## src/sv/tfv_pkg.sv

```systemverilog
`default_nettype none

package tfv_pkg;

   // Longest line that can still be accepted, in bytes.
   localparam int MAX_LINE_BYTES = 1024;
   // The line length counter saturates one above the limit.
   localparam int LINE_LEN_W = $clog2(MAX_LINE_BYTES + 2);

   // Frame kinds reported on the result channel.
   localparam logic [1:0] KIND_HELLO   = 2'd0;
   localparam logic [1:0] KIND_STATE   = 2'd1;
   localparam logic [1:0] KIND_GOODBYE = 2'd2;

   // Bit positions in the keyword candidate set.
   localparam int KW_HELLO   = 0;
   localparam int KW_STATE   = 1;
   localparam int KW_GOODBYE = 2;

   // Bit positions in the state word candidate set.
   localparam int SW_SAFE      = 0;
   localparam int SW_SENSITIVE = 1;

   // Token texts, left aligned in nine byte slots.
   localparam logic [71:0] PREFIX_TEXT    = {32'h5047_2F31, 40'h0};
   localparam logic [71:0] HELLO_TEXT     = {"HELLO", 32'h0};
   localparam logic [71:0] STATE_TEXT     = {"STATE", 32'h0};
   localparam logic [71:0] GOODBYE_TEXT   = {"GOODBYE", 16'h0};
   localparam logic [71:0] SAFE_TEXT      = {"SAFE", 40'h0};
   localparam logic [71:0] SENSITIVE_TEXT = "SENSITIVE";

   localparam logic [3:0] PREFIX_LEN    = 4'd4;
   localparam logic [3:0] HELLO_LEN     = 4'd5;
   localparam logic [3:0] STATE_LEN     = 4'd5;
   localparam logic [3:0] GOODBYE_LEN   = 4'd7;
   localparam logic [3:0] SAFE_LEN      = 4'd4;
   localparam logic [3:0] SENSITIVE_LEN = 4'd9;

   // Canonical UUID layout: 36 characters with dashes at fixed places.
   localparam logic [5:0] UUID_LEN   = 6'd36;
   localparam logic [5:0] UUID_DASH0 = 6'd8;
   localparam logic [5:0] UUID_DASH1 = 6'd13;
   localparam logic [5:0] UUID_DASH2 = 6'd18;
   localparam logic [5:0] UUID_DASH3 = 6'd23;

   localparam logic [7:0] CHAR_SPACE = 8'h20;
   localparam logic [7:0] CHAR_CR    = 8'h0D;
   localparam logic [7:0] CHAR_DASH  = 8'h2D;

   // One result item.
   typedef struct packed {
      logic        frame_ok;
      logic [1:0]  frame_kind;
      logic [63:0] sequence_number;
      logic        is_sensitive;
      logic [63:0] id_upper;
      logic [63:0] id_lower;
   } result_type;

endpackage

`default_nettype wire

```

## src/sv/tfv_line_check.sv

```systemverilog
`default_nettype none

module tfv_line_check (
   input  wire logic               clock,
   input  wire logic               reset,
   input  wire logic               step,
   input  wire logic [7:0]         char_byte,
   input  wire logic               end_of_line,
   output tfv_pkg::result_type     result
);

   // Per-line parse state.
   typedef struct packed {
      logic [tfv_pkg::LINE_LEN_W-1:0] len;
      logic [2:0]                     tok_num;
      logic [5:0]                     tok_off;
      logic                           bad;
      logic                           prev_space;
      logic [2:0]                     kw;
      logic [63:0]                    seq;
      logic [63:0]                    uuid_hi;
      logic [63:0]                    uuid_lo;
      logic [1:0]                     sw;
   } line_state_type;

   line_state_type state_ff;
   line_state_type state_in;
   line_state_type work;

   // True when the byte matches the text at this offset and the offset is inside the text.
   function automatic logic text_hit(logic [71:0] text, logic [3:0] len,
                                     logic [5:0] off, logic [7:0] c);
      logic hit;
      hit = 1'b0;
      for (int i = 0; i < 9; i++) begin
         if (off == 6'(i) && 4'(i) < len) begin
            hit = (text[71-8*i -: 8] == c);
         end
      end
      return hit;
   endfunction

   // Hex digit decode: valid flag in the top bit, value below.
   function automatic logic [4:0] hex_decode(logic [7:0] c);
      logic [4:0] r;
      r = 5'b0;
      if (c >= 8'h30 && c <= 8'h39) begin
         r = {1'b1, c[3:0]};
      end else if ((c >= 8'h61 && c <= 8'h66) || (c >= 8'h41 && c <= 8'h46)) begin
         r = {1'b1, c[3:0] + 4'd9};
      end
      return r;
   endfunction

   // Consume one non-space byte of the current token.
   function automatic line_state_type take_char(line_state_type s, logic [7:0] c);
      line_state_type t;
      logic [4:0]     hx;
      logic [67:0]    wide;
      t = s;
      hx = hex_decode(c);
      wide = ({4'b0, s.seq} << 3) + ({4'b0, s.seq} << 1) + {64'b0, c[3:0]};
      case (s.tok_num)
         3'd0: begin
            if (!text_hit(tfv_pkg::PREFIX_TEXT, tfv_pkg::PREFIX_LEN, s.tok_off, c)) begin
               t.bad = 1'b1;
            end
         end
         3'd1: begin
            if (s.tok_off == 6'd0) begin
               t.kw = 3'b111;
            end
            t.kw[tfv_pkg::KW_HELLO] = t.kw[tfv_pkg::KW_HELLO] &
               text_hit(tfv_pkg::HELLO_TEXT, tfv_pkg::HELLO_LEN, s.tok_off, c);
            t.kw[tfv_pkg::KW_STATE] = t.kw[tfv_pkg::KW_STATE] &
               text_hit(tfv_pkg::STATE_TEXT, tfv_pkg::STATE_LEN, s.tok_off, c);
            t.kw[tfv_pkg::KW_GOODBYE] = t.kw[tfv_pkg::KW_GOODBYE] &
               text_hit(tfv_pkg::GOODBYE_TEXT, tfv_pkg::GOODBYE_LEN, s.tok_off, c);
         end
         3'd2: begin
            if (s.kw[tfv_pkg::KW_HELLO]) begin
               if (s.tok_off >= tfv_pkg::UUID_LEN) begin
                  t.bad = 1'b1;
               end else if (s.tok_off == tfv_pkg::UUID_DASH0 ||
                            s.tok_off == tfv_pkg::UUID_DASH1 ||
                            s.tok_off == tfv_pkg::UUID_DASH2 ||
                            s.tok_off == tfv_pkg::UUID_DASH3) begin
                  if (c != tfv_pkg::CHAR_DASH) begin
                     t.bad = 1'b1;
                  end
               end else if (!hx[4]) begin
                  t.bad = 1'b1;
               end else begin
                  t.uuid_hi = {s.uuid_hi[59:0], s.uuid_lo[63:60]};
                  t.uuid_lo = {s.uuid_lo[59:0], hx[3:0]};
               end
            end else if (s.kw[tfv_pkg::KW_STATE]) begin
               // Decimal digit: times ten plus digit, rejected if it no longer fits.
               if (c < 8'h30 || c > 8'h39) begin
                  t.bad = 1'b1;
               end else if (wide[67:64] != 4'd0) begin
                  t.bad = 1'b1;
               end else begin
                  t.seq = wide[63:0];
               end
            end else begin
               t.bad = 1'b1;
            end
         end
         3'd3: begin
            if (s.tok_off == 6'd0) begin
               t.sw = 2'b11;
            end
            t.sw[tfv_pkg::SW_SAFE] = t.sw[tfv_pkg::SW_SAFE] &
               text_hit(tfv_pkg::SAFE_TEXT, tfv_pkg::SAFE_LEN, s.tok_off, c);
            t.sw[tfv_pkg::SW_SENSITIVE] = t.sw[tfv_pkg::SW_SENSITIVE] &
               text_hit(tfv_pkg::SENSITIVE_TEXT, tfv_pkg::SENSITIVE_LEN, s.tok_off, c);
         end
         default: begin
            t.bad = 1'b1;
         end
      endcase
      if (s.tok_off != 6'd63) begin
         t.tok_off = s.tok_off + 6'd1;
      end
      return t;
   endfunction

   // Close the current token and check its length against its role.
   function automatic line_state_type finish_token(line_state_type s);
      line_state_type t;
      t = s;
      case (s.tok_num)
         3'd0: begin
            if (s.tok_off != 6'(tfv_pkg::PREFIX_LEN)) begin
               t.bad = 1'b1;
            end
         end
         3'd1: begin
            if (s.tok_off != 6'(tfv_pkg::HELLO_LEN)) begin
               t.kw[tfv_pkg::KW_HELLO] = 1'b0;
               t.kw[tfv_pkg::KW_STATE] = 1'b0;
            end
            if (s.tok_off != 6'(tfv_pkg::GOODBYE_LEN)) begin
               t.kw[tfv_pkg::KW_GOODBYE] = 1'b0;
            end
            if (t.kw == 3'b000) begin
               t.bad = 1'b1;
            end
         end
         3'd2: begin
            if (s.kw[tfv_pkg::KW_HELLO]) begin
               if (s.tok_off != tfv_pkg::UUID_LEN) begin
                  t.bad = 1'b1;
               end
            end else if (!s.kw[tfv_pkg::KW_STATE]) begin
               t.bad = 1'b1;
            end
         end
         3'd3: begin
            if (s.tok_off != 6'(tfv_pkg::SAFE_LEN)) begin
               t.sw[tfv_pkg::SW_SAFE] = 1'b0;
            end
            if (s.tok_off != 6'(tfv_pkg::SENSITIVE_LEN)) begin
               t.sw[tfv_pkg::SW_SENSITIVE] = 1'b0;
            end
            if (!s.kw[tfv_pkg::KW_STATE] || t.sw == 2'b00) begin
               t.bad = 1'b1;
            end
         end
         default: begin
            t.bad = 1'b1;
         end
      endcase
      if (s.tok_num != 3'd7) begin
         t.tok_num = s.tok_num + 3'd1;
      end
      t.tok_off = 6'd0;
      return t;
   endfunction

   // Per-byte update, and the verdict on the line's last byte.
   always_comb begin
      work = state_ff;
      result = '0;

      if (state_ff.len <= tfv_pkg::LINE_LEN_W'(tfv_pkg::MAX_LINE_BYTES)) begin
         work.len = state_ff.len + tfv_pkg::LINE_LEN_W'(1);
      end
      if (work.len > tfv_pkg::LINE_LEN_W'(tfv_pkg::MAX_LINE_BYTES)) begin
         work.bad = 1'b1;
      end

      if (char_byte == tfv_pkg::CHAR_SPACE) begin
         if (work.tok_off == 6'd0) begin
            work.bad = 1'b1;
         end else begin
            work = finish_token(work);
         end
         work.prev_space = 1'b1;
      end else begin
         work = take_char(work, char_byte);
         work.prev_space = 1'b0;
      end

      if (end_of_line) begin
         if (work.prev_space || char_byte == tfv_pkg::CHAR_CR) begin
            work.bad = 1'b1;
         end
         if (!work.prev_space) begin
            work = finish_token(work);
         end
         if (!work.bad) begin
            if (work.kw[tfv_pkg::KW_HELLO] && work.tok_num == 3'd3) begin
               result.frame_ok = 1'b1;
               result.frame_kind = tfv_pkg::KIND_HELLO;
               result.id_upper = work.uuid_hi;
               result.id_lower = work.uuid_lo;
            end else if (work.kw[tfv_pkg::KW_STATE] && work.tok_num == 3'd4) begin
               result.frame_ok = 1'b1;
               result.frame_kind = tfv_pkg::KIND_STATE;
               result.sequence_number = work.seq;
               result.is_sensitive = work.sw[tfv_pkg::SW_SENSITIVE];
            end else if (work.kw[tfv_pkg::KW_GOODBYE] && work.tok_num == 3'd2) begin
               result.frame_ok = 1'b1;
               result.frame_kind = tfv_pkg::KIND_GOODBYE;
            end
         end
      end

      // Every line starts from a clean state.
      state_in = end_of_line ? '0 : work;
   end

   // Parse state advances once per consumed item.
   always_ff @(posedge clock) begin
      if (reset) begin
         state_ff <= '0;
      end else if (step) begin
         state_ff <= state_in;
      end
   end

endmodule

`default_nettype wire

```

## src/sv/text_frame_validator.sv

```systemverilog
`default_nettype none

// Line frame validator. Bytes of one text line enter one item per clock on
// the req_ channel, with req_end_of_line set on the last byte; only that byte
// produces a result item on the rsp_ channel, telling whether the whole line
// is a well formed frame and, if so, its kind and its decoded sequence number
// or 128-bit client id. The block sustains one byte per cycle: each byte sits
// in an input register while the combinational parse update (token match,
// hex shift, multiply by ten with overflow check) runs; the verdict lands in a
// result register, so a last byte passes the input register, then the result
// register, before its result is offered on rsp_valid. Input is stalled only
// while a finished result waits and a further last byte is ready to be judged.
module text_frame_validator (
   input  wire logic        clock,
   input  wire logic        reset,
   input  wire logic        req_valid,
   output logic             req_ready,
   input  wire logic [7:0]  req_char_byte,
   input  wire logic        req_end_of_line,
   output logic             rsp_valid,
   input  wire logic        rsp_ready,
   output logic             rsp_frame_ok,
   output logic [1:0]       rsp_frame_kind,
   output logic [63:0]      rsp_sequence_number,
   output logic             rsp_is_sensitive,
   output logic [63:0]      rsp_id_upper,
   output logic [63:0]      rsp_id_lower
);

   logic                in_valid_ff;
   logic [7:0]          in_byte_ff;
   logic                in_eol_ff;
   logic                rsp_valid_ff;
   tfv_pkg::result_type rsp_ff;
   tfv_pkg::result_type verdict;
   logic                step;

   // A held byte moves on unless it would produce a result with no room for it.
   assign step = in_valid_ff && (!in_eol_ff || !rsp_valid_ff || rsp_ready);
   assign req_ready = !in_valid_ff || step;

   tfv_line_check u_line_check (
      .clock       (clock),
      .reset       (reset),
      .step        (step),
      .char_byte   (in_byte_ff),
      .end_of_line (in_eol_ff),
      .result      (verdict)
   );

   // Input register.
   always_ff @(posedge clock) begin
      if (reset) begin
         in_valid_ff <= 1'b0;
      end else if (req_ready) begin
         in_valid_ff <= req_valid;
      end
      if (req_ready && req_valid) begin
         in_byte_ff <= req_char_byte;
         in_eol_ff <= req_end_of_line;
      end
   end

   // Result register.
   always_ff @(posedge clock) begin
      if (reset) begin
         rsp_valid_ff <= 1'b0;
      end else if (step && in_eol_ff) begin
         rsp_valid_ff <= 1'b1;
      end else if (rsp_ready) begin
         rsp_valid_ff <= 1'b0;
      end
      if (step && in_eol_ff) begin
         rsp_ff <= verdict;
      end
   end

   assign rsp_valid           = rsp_valid_ff;
   assign rsp_frame_ok        = rsp_ff.frame_ok;
   assign rsp_frame_kind      = rsp_ff.frame_kind;
   assign rsp_sequence_number = rsp_ff.sequence_number;
   assign rsp_is_sensitive    = rsp_ff.is_sensitive;
   assign rsp_id_upper        = rsp_ff.id_upper;
   assign rsp_id_lower        = rsp_ff.id_lower;

`ifndef SYNTHESIS
   // A rejected line carries all-zero fields.
   a_reject_zero: assert property (@(posedge clock) disable iff (reset)
      rsp_valid_ff && !rsp_ff.frame_ok |->
         rsp_ff.frame_kind == 2'd0 && rsp_ff.sequence_number == 64'd0 &&
         !rsp_ff.is_sensitive && rsp_ff.id_upper == 64'd0 && rsp_ff.id_lower == 64'd0)
      else $error("rejected line has nonzero fields");

   // Only the three frame kinds are ever reported.
   a_kind_range: assert property (@(posedge clock) disable iff (reset)
      rsp_valid_ff |-> rsp_ff.frame_kind != 2'd3)
      else $error("illegal frame kind");

   // A hello frame carries no sequence or sensitivity.
   a_hello_fields: assert property (@(posedge clock) disable iff (reset)
      rsp_valid_ff && rsp_ff.frame_kind == tfv_pkg::KIND_HELLO |->
         rsp_ff.sequence_number == 64'd0 && !rsp_ff.is_sensitive)
      else $error("hello frame with state fields");

   // A byte that is not the last of its line never creates a result.
   a_no_spurious: assert property (@(posedge clock) disable iff (reset)
      (!rsp_valid_ff || rsp_ready) && !(step && in_eol_ff) |=> !rsp_valid_ff)
      else $error("result without a last byte");
`endif

endmodule

`default_nettype wire
```

## config.mk

```make
export PLATFORM = sky130hd
export DESIGN_NAME = text_frame_validator
export DESIGN_NICKNAME = d
export VERILOG_FILES = /design/src/sv/tfv_pkg.sv /design/src/sv/tfv_line_check.sv /design/src/sv/text_frame_validator.sv
export SDC_FILE = /design/constraint.sdc
export NUM_CORES = 1
export LEC_CHECK = 0
export ABC_AREA = 1
export BUFFER_PORTS_ARGS = -buffer_cell sky130_fd_sc_hd__clkbuf_2
export CORE_ASPECT_RATIO = 0.7
export CORE_MARGIN = 2
export CORE_UTILIZATION = 30
export CTS_BUF_LIST = sky130_fd_sc_hd__clkbuf_4 sky130_fd_sc_hd__clkbuf_8
export DETAILED_ROUTE_END_ITERATION = 10
export PLACE_DENSITY = 0.45
export SYNTH_ARGS = -nofsm -noshare
export SYNTH_HDL_FRONTEND = slang
export SYNTH_SLANG_ARGS = --single-unit
```

## constraint.sdc

```tcl
create_clock -name clock -period 13.4 [get_ports clock]
set_clock_uncertainty 0.2 [all_clocks]
set_input_delay 2.01 -clock clock [delete_from_list [all_inputs] [get_ports clock]]
set_output_delay 2.01 -clock clock [all_outputs]
set_load 0.05 [all_outputs]
```

==> results.md <==
- The most frequent standard cell in the layout excluding fill and tap cells is sky130_fd_sc_hd__nand2_1.
- The post-layout instance count excluding filler cells is 4787.
- The startpoint kind of the worst setup timing path is a flop.
- The worst-case vdd ir drop is 0.05548 mV.
- The overall fraction of global-route tracks in use is 16.60%.
- The detail route stage leaves a number of antenna-violating nets equal to 0.
- In the detailed route, the total length drawn on met3 is 2851 um.
- The worst pin sits at a relative slew slack of 22.15%.
- The first global-routing pass estimated roughly 120000 um of wire.
- sky130_fd_sc_hd__edfxtp_1 takes more of the synthesized area than any other cell.
- The initial antenna violation count is 1.
- Sequential cells were found to cover 40.91% of the synthesized design area.
- Summed over all cells, the static leakage comes to 0.01250 uW.
- For the worst setup path, the data required time is 13730 ps.
- After layout, the worst path uses 47.48% of the clock period.
- The number of top-level pins is 211.
- The net total in the final layout is ~3700.
- In the synthesized netlist the async set-or-reset flop fraction comes to 0%.
- The detailed router finished its first iteration with 1544 violations.
- The top cell type by area accounts for 23.85% of the synthesized area.
- The final standard cell area without fillers is 0.02936 mm2.
- The flop and latch count out of synthesis is 425.
- The floorplan step set the die height to 249.4 um.
- Detailed placement ended at an HPWL of 51750 um.
- The post-synth net total is 3576.
- Across all layers, the routed design uses 21933 vias.
- Power spread over the standard cell area amounts to 95.52 mW/mm2.
- The total wirelength of the detailed-routed design is 74360 um.
- The flow ran to the end, and the final reports show no timing, DRC or antenna violations.
- The netlist uses 55 different library cells.
- The TritonCTS clock tree is yes.
- The weighted congestion reported at the end of routability-driven placement is 0.8804.
- In the final layout, the share of cells above drive strength 1 is 15.24%.
- The post-cts repair resize count is 0.
- After floorplanning, the core was divided into between 80 and 90 placement rows.
- For this block, wires on met1 add up to 40940 um.
- For this run, design rule violations remaining after detail routing come to 0.
- The total placed cells including tap cells is between 4000 and 5000.
- The synthesized netlist occupies a cell area of 0.02581 mm2.
- The total of buffers placed on input and output ports is 210.
- After detailed routing, no signal wire sits above met4.
- The mean instance size in the synthesized netlist is 7.557 um2.
- In the post-route analysis, the smallest setup slack over all paths is 7038 ps.
- The hold slack is ~270 ps.
- The number of enable-type register cells in the synthesized netlist is 205.
- The pin count of the biggest net entering global routing is 138.
- Based on the critical path, the design can be clocked at up to 157.2 MHz.
- The total clock sinks is 425.
- The floorplan step set the die width to between 300 and 400 um.
- Clock-pin slew was measured on the worst setup and hold paths at ~60 ps.
- Buffers added to address setup during post-CTS repair amount to 0.
- Hold repair after CTS inserted 0 buffers.
- The area after detailed placement is 0.02773 mm2.
- The data arrival time of the worst path is 6690 ps.
- The clock period could shrink to 6362 ps.
- TritonCTS created 78 clock buffers.
- The number of H-tree levels is 3.
- Of all nets on the critical path, the largest fanout is 76.
- The number of failing setup endpoints in the final timing report is 0.
- The most instantiated flip-flop cell in the synthesis netlist is sky130_fd_sc_hd__dfxtp_1.
- The longest clock path from root to sink contains 3 buffers.
- The number of global-route vias before repair was 20389.
- For this run, the number of Yosys warnings is 0.
- Dividing the detail-routed wire length by the instance count gives between 15 and 20 um.
- The post-placement worst setup slack is between 7000 and 8000 ps.
- The critical path class is reg -> reg.
- The transition time at the pin with the least slew margin is 1168 ps.
- In the layout the commonest cells are 790 x sky130_fd_sc_hd__nand2_1, 529 x sky130_fd_sc_hd__inv_1, 394 x sky130_fd_sc_hd__nor2_1.
- The final count of hold timing violations is 0.
- The cell at the root of the clock tree is sky130_fd_sc_hd__clkbuf_8.
- After floorplanning, the core was sized to cover between 0.08 and 0.09 mm2.
- For flop-to-flop paths, the worst setup slack is 7040 ps.
- The starting density of the core is a little under a third.
- The overall overflow remaining after global route is 0.
- The area of the die is 0.08845 mm2.
- In the synthesized netlist, the number of instances is about 3400.
- The max-slew violation total from the final report was 0.
- The summed negative setup slack over all endpoints is 0 ps.
- STA classifies the critical path endpoint as a flop.
- The growth of design area from synthesis to finish is 13.72%.
- The classification of the worst-slack hold path is reg -> reg.
- The later pin in the worst-skew pair is clocked with a latency of 690 ps.
- Setup repair after global routing left no endpoint under its margin.
- The iteration count of the initial detailed-routing pass is 5.
- The sum of met2 wire segment lengths after detailed routing is 29140 um.
- Dividing the detail-routed via count by the number of cells gives 4.582.
- Yosys attributes the largest share of cell area to sky130_fd_sc_hd__edfxtp_1 24%, sky130_fd_sc_hd__dfxtp_1 17%, sky130_fd_sc_hd__nand2_1 12%, sky130_fd_sc_hd__inv_1 7.7%, sky130_fd_sc_hd__ha_1 7.0%.
- The tool flagged a number of max-cap violations equal to 0.
## final timing paths
check / startpoint / to / cells after the start
worst min-delay path: u_line_check.state_ff[198] / u_line_check.state_ff[198] / 2
worst max-delay path: in_byte_ff[2] / rsp_id_upper[32] / 26
worst min register to register: u_line_check.state_ff[198] / u_line_check.state_ff[198] / 2
worst max register to register: in_byte_ff[2] / rsp_id_upper[32] / 26
## registers in the layout, indices dropped and copies added, names as in the netlist
name                   count
rsp_is_sensitive           1
rsp_id_lower              64
in_byte_ff                 8
u_line_check.state_ff    218
in_eol_ff                  1
rsp_sequence_number       64
rsp_frame_ok               1
rsp_frame_kind             2
rsp_id_upper              64
in_valid_ff                1
rsp_valid                  1
## per-stage QoR
stage                     power [uW]  util, %
after CTS                       2866    34.64
after floorplan                 1487        -
after global placement          1525    32.72
after detailed placement        1524    32.72
final                           2804    34.64
after global routing            2924    34.64
## cells by family after synthesis
kind of cell / after synthesis / share of synthesized area, %
buffers and inverters: 690 / 10.92
AO/OA/AOI/OAI: 616 / 13.20
XOR/XNOR: 47 / 1.595
AND/OR/NAND/NOR: 1491 / 26.19
flip-flops: 425 / 40.91
adder cells (fa/ha/maj): 147 / 7.183
## where the power goes
group	internal (uW)	switching [uW]	leakage [uW]
combinational	17.4	100	0.00779
sequential	1370	7.42	0.00386
clock	718	593	0.000856
## metal layers
metal	vias to the layer above	GRT usage, %
met2	352	22.69
met4	0	4.177
met1	10120	26.44
met3	89	2.574
li1	11372	-
met5	-	0
## worst max-delay path, cell delays in order (launching register included)
cell and delay, ps:
sky130_fd_sc_hd__edfxtp_1 550, sky130_fd_sc_hd__ha_1 360, sky130_fd_sc_hd__ha_1 240, sky130_fd_sc_hd__fa_1 440, sky130_fd_sc_hd__nand2_1 100, sky130_fd_sc_hd__nand3_1 120
sky130_fd_sc_hd__nand3b_1 110, sky130_fd_sc_hd__nand2_1 90, sky130_fd_sc_hd__nand2_1 70, sky130_fd_sc_hd__nand2_1 140, sky130_fd_sc_hd__nand2_1 100, sky130_fd_sc_hd__nand2_1 210
sky130_fd_sc_hd__nand2_1 160, sky130_fd_sc_hd__nand3b_1 80, sky130_fd_sc_hd__nand2_1 80, sky130_fd_sc_hd__nand2_1 50, sky130_fd_sc_hd__nor2_1 210, sky130_fd_sc_hd__nand2_1 80
sky130_fd_sc_hd__nand2_1 60, sky130_fd_sc_hd__nand2_1 60, sky130_fd_sc_hd__nand2_1 90, sky130_fd_sc_hd__nand2_1 90, sky130_fd_sc_hd__o21ai_2 290, sky130_fd_sc_hd__nand4_4 810
sky130_fd_sc_hd__buf_4 660, sky130_fd_sc_hd__buf_12 390, sky130_fd_sc_hd__nor2_4 170
## synthesized netlist by cell type, types with 12 or more instances
library cell / n
sky130_fd_sc_hd__xnor2_1: 14
sky130_fd_sc_hd__xor2_1: 33
sky130_fd_sc_hd__inv_1: 531
sky130_fd_sc_hd__nand3_1: 98
sky130_fd_sc_hd__nor2_1: 395
sky130_fd_sc_hd__nor3_1: 19
sky130_fd_sc_hd__edfxtp_1: 205
sky130_fd_sc_hd__o21ai_1: 14
sky130_fd_sc_hd__ha_1: 145
sky130_fd_sc_hd__nand2_1: 792
sky130_fd_sc_hd__inv_2: 24
sky130_fd_sc_hd__o21ai_0: 212
sky130_fd_sc_hd__clkbuf_1: 104
sky130_fd_sc_hd__dfxtp_1: 220
sky130_fd_sc_hd__o22ai_1: 126
sky130_fd_sc_hd__a31oi_1: 12
sky130_fd_sc_hd__a21oi_1: 203
sky130_fd_sc_hd__or2_2: 40
sky130_fd_sc_hd__nor2_4: 100
## layout make-up
class / count / area [um2]
multi-input combinational: 2301 / 12470
tap: 1137 / 1423
fill: 9129 / 55390
sequential: 425 / 10560
inverter: 555 / 2096
antenna: 1 / 2.502
clock buffer: 118 / 1405
timing repair buffer: 224 / 1175
clock inverter: 26 / 221.5
Note: power is estimated with default switching activity, not from simulation.
